<file path="config.mk">
export PLATFORM = sky130hd
export DESIGN_NAME = bit_matrix_transitive_closure
export DESIGN_NICKNAME = d
export VERILOG_FILES = /design/src/rtl/core/btc_pkg.sv /design/src/rtl/core/btc_ram.sv /design/src/rtl/core/bit_matrix_transitive_closure.sv
export SDC_FILE = /design/constraint.sdc
export NUM_CORES = 2
export LEC_CHECK = 0
export ABC_AREA = 1
export BUFFER_PORTS_ARGS = -buffer_cell sky130_fd_sc_hd__buf_2
export CAP_MARGIN = 0
export CORE_MARGIN = 8
export CORE_UTILIZATION = 57
export DETAILED_ROUTE_END_ITERATION = 16
export HOLD_SLACK_MARGIN = 0.06
export PLACE_DENSITY_LB_ADDON = 0.08
export SLEW_MARGIN = 0
export SYNTH_ARGS = -nofsm -noshare
export SYNTH_HDL_FRONTEND = slang
export SYNTH_SLANG_ARGS = --single-unit
</file>
<file path="constraint.sdc">
create_clock -name aclk -period 4.7 [get_ports aclk]
set_clock_uncertainty 0.2 [all_clocks]
set_input_delay 0.94 -clock aclk [delete_from_list [all_inputs] [get_ports aclk]]
set_output_delay 0.94 -clock aclk [all_outputs]
set_load 0.05 [all_outputs]
</file>
<file path="src/rtl/core/btc_pkg.sv">
// shared constants and helpers for the bit matrix transitive closure block
// no dependencies
package btc_pkg;

    localparam int MAX_VERTICES = 32;
    localparam int ROW_W        = 32;
    localparam int IDX_W        = 5;
    localparam int CNT_W        = 6;
    localparam int IN_TDATA_W   = 32;
    localparam int OUT_TDATA_W  = 40;
    localparam int OUT_PAD_W    = OUT_TDATA_W - ROW_W - IDX_W;

    localparam logic [CNT_W-1:0] VC_RESET = CNT_W'(32);
    localparam logic [CNT_W-1:0] VC_MAX   = CNT_W'(MAX_VERTICES);
    localparam logic [CNT_W-1:0] CNT_SAT  = '1;

    // vertex count saturated to 1 .. MAX_VERTICES
    function automatic logic [CNT_W-1:0] eff_count(input logic [CNT_W-1:0] vc);
        logic [CNT_W-1:0] n;
        n = vc;
        if (vc == '0) begin
            n = CNT_W'(1);
        end else if (vc > VC_MAX) begin
            n = VC_MAX;
        end
        return n;
    endfunction

    // low n columns set
    function automatic logic [ROW_W-1:0] col_mask(input logic [CNT_W-1:0] n);
        logic [ROW_W:0] one_hot;
        one_hot = (ROW_W+1)'(1) << n;
        return one_hot[ROW_W-1:0] - ROW_W'(1);
    endfunction

endpackage

</file>
<file path="src/rtl/core/btc_ram.sv">
// generic ram, one write port and one read port with registered read data
// no dependencies
module btc_ram #(
    parameter int WIDTH = 32,
    parameter int DEPTH = 32
) (
    input  logic                     aclk,
    input  logic                     we,
    input  logic [$clog2(DEPTH)-1:0] waddr,
    input  logic [WIDTH-1:0]         wdata,
    input  logic [$clog2(DEPTH)-1:0] raddr,
    output logic [WIDTH-1:0]         rdata
);

    logic [WIDTH-1:0] mem_reg [DEPTH];

    always_ff @(posedge aclk) begin
        if (we) begin
            mem_reg[waddr] <= wdata;
        end
        rdata <= mem_reg[raddr];
    end

endmodule

</file>
<file path="src/rtl/core/bit_matrix_transitive_closure.sv">
// top level of the bit matrix transitive closure block: row store, closure sequencer, readout
// depends on btc_pkg and btc_ram
//
//  channel | dir | handshake             | payload
//  s_      | in  | s_tvalid / s_tready   | s_tdata row_bits, s_tlast last_row
//  m_      | out | m_tvalid / m_tready   | m_tdata row_index, closed_bits; m_tlast last
//  cfg_    | in  | cfg_valid / cfg_ready | cfg_data vertex_count
//
// rows load one per cycle; the item with tlast starts closure and readout
// each closure pass reads, scans and rewrites each row via the single row store read port,
// passes repeat until a pass adds no bit, that last pass only confirms the result
// readout sends each row, holding through output stalls, then clears the row valid bits
// s_tready is low from the tlast item until the readout is done; reset is synchronous
module bit_matrix_transitive_closure
    import btc_pkg::*;
(
    input  logic                   aclk,
    input  logic                   aresetn,
    input  logic                   s_tvalid,
    output logic                   s_tready,
    input  logic [IN_TDATA_W-1:0]  s_tdata,   // [31:0] row_bits
    input  logic                   s_tlast,
    output logic                   m_tvalid,
    input  logic                   m_tready,
    output logic [OUT_TDATA_W-1:0] m_tdata,   // [4:0] row_index, [36:5] closed_bits
    output logic                   m_tlast,
    input  logic                   cfg_valid,
    output logic                   cfg_ready,
    input  logic [CNT_W-1:0]       cfg_data
);

    typedef enum logic [3:0] {
        ST_LOAD, ST_RD_ROW, ST_LATCH, ST_SCAN, ST_WRITE,
        ST_OUT_RD, ST_OUT_LD, ST_OUT_WAIT, ST_CLEAR
    } state_t;

    state_t                  state_reg;
    logic [CNT_W-1:0]        vc_reg;
    logic [CNT_W-1:0]        loaded_reg;
    logic [MAX_VERTICES-1:0] valid_reg;
    logic                    rvld_reg;
    logic [IDX_W-1:0]        i_reg;
    logic [IDX_W-1:0]        t_reg;
    logic [ROW_W-1:0]        acc_reg;
    logic                    changed_reg;
    logic                    m_tvalid_reg;
    logic [OUT_TDATA_W-1:0]  m_tdata_reg;
    logic                    m_tlast_reg;

    logic [CNT_W-1:0] n_eff;
    logic [CNT_W-1:0] n_last;
    logic [ROW_W-1:0] mask;
    logic             s_acc;
    logic             ram_we;
    logic [IDX_W-1:0] ram_waddr;
    logic [ROW_W-1:0] ram_wdata;
    logic [IDX_W-1:0] ram_raddr;
    logic [ROW_W-1:0] ram_rdata;
    logic [ROW_W-1:0] rrow;
    logic             i_is_last;
    logic             t_is_last;

    assign n_eff     = eff_count(vc_reg);
    assign n_last    = n_eff - CNT_W'(1);
    assign mask      = col_mask(n_eff);
    assign s_tready  = (state_reg == ST_LOAD);
    assign s_acc     = s_tvalid && s_tready;
    assign cfg_ready = 1'b1;
    assign m_tvalid  = m_tvalid_reg;
    assign m_tdata   = m_tdata_reg;
    assign m_tlast   = m_tlast_reg;
    assign rrow      = ram_rdata & {ROW_W{rvld_reg}} & mask;
    assign i_is_last = ({1'b0, i_reg} == n_last);
    assign t_is_last = ({1'b0, t_reg} == n_last);

    always_comb begin
        ram_we    = 1'b0;
        ram_waddr = i_reg;
        ram_wdata = acc_reg;
        ram_raddr = i_reg;
        unique case (state_reg)
            ST_LOAD: begin
                ram_we    = s_acc && (loaded_reg < n_eff);
                ram_waddr = loaded_reg[IDX_W-1:0];
                ram_wdata = s_tdata[ROW_W-1:0] & mask;
            end
            ST_WRITE: begin
                ram_we = 1'b1;
            end
            ST_LATCH: begin
                ram_raddr = '0;
            end
            ST_SCAN: begin
                ram_raddr = t_reg + IDX_W'(1);
            end
            ST_RD_ROW, ST_OUT_RD, ST_OUT_LD, ST_OUT_WAIT, ST_CLEAR: begin
                ram_raddr = i_reg;
            end
            default: begin
                ram_raddr = i_reg;
            end
        endcase
    end

    btc_ram #(
        .WIDTH (ROW_W),
        .DEPTH (MAX_VERTICES)
    ) u_rows (
        .aclk  (aclk),
        .we    (ram_we),
        .waddr (ram_waddr),
        .wdata (ram_wdata),
        .raddr (ram_raddr),
        .rdata (ram_rdata)
    );

    always_ff @(posedge aclk) begin
        if (!aresetn) begin
            state_reg    <= ST_LOAD;
            vc_reg       <= VC_RESET;
            loaded_reg   <= '0;
            valid_reg    <= '0;
            rvld_reg     <= 1'b0;
            i_reg        <= '0;
            t_reg        <= '0;
            changed_reg  <= 1'b0;
            m_tvalid_reg <= 1'b0;
            m_tlast_reg  <= 1'b0;
        end else begin
            rvld_reg <= valid_reg[ram_raddr];
            if (cfg_valid && cfg_ready) begin
                vc_reg <= cfg_data;
            end
            if (ram_we) begin
                valid_reg[ram_waddr] <= 1'b1;
            end
            unique case (state_reg)
                ST_LOAD: begin
                    if (s_acc) begin
                        if (loaded_reg != CNT_SAT) begin
                            loaded_reg <= loaded_reg + CNT_W'(1);
                        end
                        if (s_tlast) begin
                            i_reg       <= '0;
                            changed_reg <= 1'b0;
                            state_reg   <= ST_RD_ROW;
                        end
                    end
                end
                ST_RD_ROW: begin
                    state_reg <= ST_LATCH;
                end
                ST_LATCH: begin
                    acc_reg   <= rrow;
                    t_reg     <= '0;
                    state_reg <= ST_SCAN;
                end
                ST_SCAN: begin
                    if (t_reg != i_reg && acc_reg[t_reg]) begin
                        acc_reg <= acc_reg | rrow;
                        if ((rrow & ~acc_reg) != '0) begin
                            changed_reg <= 1'b1;
                        end
                    end
                    if (t_is_last) begin
                        state_reg <= ST_WRITE;
                    end else begin
                        t_reg <= t_reg + IDX_W'(1);
                    end
                end
                ST_WRITE: begin
                    if (!i_is_last) begin
                        i_reg     <= i_reg + IDX_W'(1);
                        state_reg <= ST_RD_ROW;
                    end else if (changed_reg) begin
                        i_reg       <= '0;
                        changed_reg <= 1'b0;
                        state_reg   <= ST_RD_ROW;
                    end else begin
                        i_reg     <= '0;
                        state_reg <= ST_OUT_RD;
                    end
                end
                ST_OUT_RD: begin
                    state_reg <= ST_OUT_LD;
                end
                ST_OUT_LD: begin
                    m_tvalid_reg <= 1'b1;
                    m_tdata_reg  <= {{OUT_PAD_W{1'b0}}, rrow, i_reg};
                    m_tlast_reg  <= i_is_last;
                    state_reg    <= ST_OUT_WAIT;
                end
                ST_OUT_WAIT: begin
                    if (m_tready) begin
                        m_tvalid_reg <= 1'b0;
                        if (i_is_last) begin
                            state_reg <= ST_CLEAR;
                        end else begin
                            i_reg     <= i_reg + IDX_W'(1);
                            state_reg <= ST_OUT_RD;
                        end
                    end
                end
                ST_CLEAR: begin
                    valid_reg   <= '0;
                    loaded_reg  <= '0;
                    i_reg       <= '0;
                    changed_reg <= 1'b0;
                    state_reg   <= ST_LOAD;
                end
                default: begin
                    state_reg <= ST_LOAD;
                end
            endcase
        end
    end

`ifndef SYNTHESIS
    a_no_overlap: assert property (@(posedge aclk) disable iff (!aresetn)
        !(s_tready && m_tvalid))
        else $error("intake open while a result item is pending");

    a_scan_range: assert property (@(posedge aclk) disable iff (!aresetn)
        (state_reg == ST_SCAN) |-> ({1'b0, t_reg} < n_eff && {1'b0, i_reg} < n_eff))
        else $error("closure scan index beyond vertex count");

    a_clear_done: assert property (@(posedge aclk) disable iff (!aresetn)
        (state_reg == ST_CLEAR) |=> (valid_reg == '0 && loaded_reg == '0))
        else $error("row store not cleared after readout");

    a_out_index: assert property (@(posedge aclk) disable iff (!aresetn)
        m_tvalid |-> ({1'b0, m_tdata[IDX_W-1:0]} < n_eff))
        else $error("result row index beyond vertex count");

    a_last_ends: assert property (@(posedge aclk) disable iff (!aresetn)
        (m_tvalid && m_tready && m_tlast) |=> (state_reg == ST_CLEAR))
        else $error("final result item did not end the run");
`endif

endmodule

</file>
==> impl_results.md <==
* Top-count cell post-synth: edfxtp_1
* Type of origin of the critical path: flop
* Worst slew margin at between 10% and 20%
* Max VDD drop at between 0.4 and 0.5 mV
* Worst Path Arrival at just under 3000 ps
* Total track usage at just under 30%
* Vias in the first global route at between 30000 and 40000
* Final Hold Vio Count at 0
* Synth unique cells at between 50 and 60
* Post-Syn Area per Cell at about 12 sq um
* Core area at ~85000 sq um
* Pleak at a little under 20 nW
* Synth Register Bits at ~1200
* First-pass GRT wire length at 211400 um
* Sequential fraction of the synthesis area at 71.14%
* GR peak layer: met2
* Type of the worst setup path: reg2out
* TritonRoute pass-1 iters at 6
* Final Setup Violations at 0
* Post-synth top cells: 1093 x edfxtp_1, 710 x nor2_1, 596 x o21ai_0
* Post-DP HPWL at about 84000 um
* M3 GR Usage at under 10%
* Met2 Usage GRT at ~47%
* Async S/R FF share, synth at 0%
* Die height at 308.5 um
* Clock network fraction of design power at approximately 28%
* Status: finished, final reports clean
* Avg WL per Cell at approximately 27 um
* Top cell type's share of synthesized area at between 60 and 70%
* Crit share post-route at 86.10%
* CTS H-tree depth at 3
* Placement Cell Area at 51380 sq um
* Slew Limit Fails at 0
* Via-to-Cell Ratio at 6.307
* CTS Sinks at 1187
* Overflow after GRT at 0
* DIE WIDTH at 308.5 um
* M1 GR Usage at 41.86%
* Root buffer cell: clkbuf_16
* Type of the worst min-delay path: reg2reg
* Mapped Cells at slightly above 4000
* Initial antenna violation count at 0
* Post-CTS Setup Inserts at 0
* Switch share at between 30% and 40%
* WP data required at 3560 ps
* Synthesis-to-finish area growth at 12.88%
* Leading area contributor after synthesis: edfxtp_1
* Nets@finish at between 4000 and 5000
* Via count at 33696
* Clk_lat worst skew at around 700 ps
* Psw at 10.79 mW
* Netlist Area Pre-Place at around 49000 sq um
* Initial drt markers at 4673
* Post-route ant nets at 0
* Nature of the critical path endpoint: output port
* Remaining DRCs at 0
* Largest cells by area after synthesis: edfxtp_1 67%, o21ai_0 6.1%, nor2_1 5.5%
* CTS Hold Buffers Added at 0
* CTS max path bufs at 3
* F_max at roughly 250 MHz
* Final Critical Period at ~4000 ps
* Final setup TNS at 0 ps
* Slew @ Worst Pin at 1271 ps
* Fraction of layout cells with a size suffix above 1 at between 10% and 20%
* TritonCTS clock tree: done
* Internal power at 21.18 mW
* ANT cells at 0
* PwrDens at about 580 nW/um^2
* Synth warn at 0
* Combinational share of power at between 20% and 30%
* Row count at 107
* Total clock buffers created by CTS at around 120
* Dominant synthesized flop cell: edfxtp_1
* Die area at approximately 95000 sq um
* Largest net degree at the start of global routing at 151
* Post-CTS Resized at 0
* Sequential fraction of design power at about 45%
* Max cap viols at 0
* EDFF count, synth at about 1100
* Max reg flops at between 1000 and 1500
* Post-Route WL at around 140000 um
* IO buf count at 83
* Clock transition at path regs at 60 ps
* I/O pin count at 88
* Routability cong. at roughly 0.94
* Design area at between 50000 and 60000 sq um
* Starting Density at 57.38%
* Unrepaired setup endpoints after global routing: no
* CP Max Fanout at 58
-- layer usage --
metal | wire length (um) | up-vias
met2 | 67480 | 1735
met3 | 12230 | 311
li1 | - | 15011
met4 | 5786 | 0
met1 | 58890 | 16639
met5 | 0 | -
-- kinds of logic after synthesis --
logic type | count (synthesis) | share of synthesized area, %
DFF | 1187 | 71.14
adders and majority gates | 14 | 0.3591
AOI/OAI and AO/OA | 1086 | 13.58
buffers and inverters | 486 | 3.940
and+or+nand+nor | 1233 | 10.67
xor gates and xnor gates | 15 | 0.3001
other | 2 | 0.01540
-- cells in the final DEF, fill, tap and decap left out, types with 17 or more instances in the layout --
| cell | instances |
|---|---|
| nand2_1 | 277 |
| a21oi_1 | 44 |
| dfxtp_1 | 94 |
| clkinv_2 | 24 |
| a31oi_1 | 60 |
| buf_4 | 87 |
| o22ai_1 | 84 |
| o211ai_1 | 43 |
| clkbuf_1 | 34 |
| inv_1 | 186 |
| buf_12 | 42 |
| o221ai_1 | 207 |
| clkinv_1 | 21 |
| nand3_1 | 141 |
| o21ai_2 | 17 |
| o21ai_0 | 577 |
| nor2_1 | 705 |
| clkbuf_16 | 117 |
| nand4_1 | 39 |
| buf_2 | 83 |
| inv_2 | 35 |
| edfxtp_1 | 1093 |
-- power groups by stage --
stage	clock network [mW]	registers, mW	logic [mW]
floorplan	0	14.6	4.90
global placement	0	14.7	8.28
detailed placement	0	14.7	8.35
CTS	9.10	14.5	8.37
global route	9.50	14.5	9.12
finish	9.02	14.5	8.45
-- path summary, 6_finish.rpt --
kind | start | depth (start not counted) | end | slack (ps)
max reg2reg | vc_reg[4] | 14 | u_rows.mem_reg[10][12] | 660
min | valid_reg[19] | 2 | valid_reg[19] | 260
max | state_reg[0] | 8 | s_tready | 650
min reg2reg | valid_reg[19] | 2 | valid_reg[19] | 260
-- layout make-up --
cell class	instances	area, sq um
clock buffer	160	3179
sequential	1187	34700
inverter	228	874.6
multi-input combinational	2352	12460
tap	1144	1431
timing repair buffer	212	1909
fill	6344	29950
clock inverter	60	503.0
-- worst max-delay path: stages, from the launching register on --
cell and delay (ps):
dfxtp_1 340, nor2_1 160, inv_1 70, nor2_1 110, inv_2 80, nor2_4 90
buf_4 220, buf_4 680, buf_2 400
-- through the flow --
step                hold slack [ps]  setup slack (ps)  instances  util, %  total power [mW]
CTS                           253.6             670.7       5343    64.77             31.94
global placement              242.5             709.0       5123    60.44             22.97
detailed placement            244.6             737.9       5123    60.44             23.05
global route                  264.2             408.6       5343    64.77             33.15
finish                        257.2             653.1       5343    64.77             31.97
floorplan                     230.4            -72.39       4025        -             19.47
No activity file was read; power rests on OpenSTA's default activity.
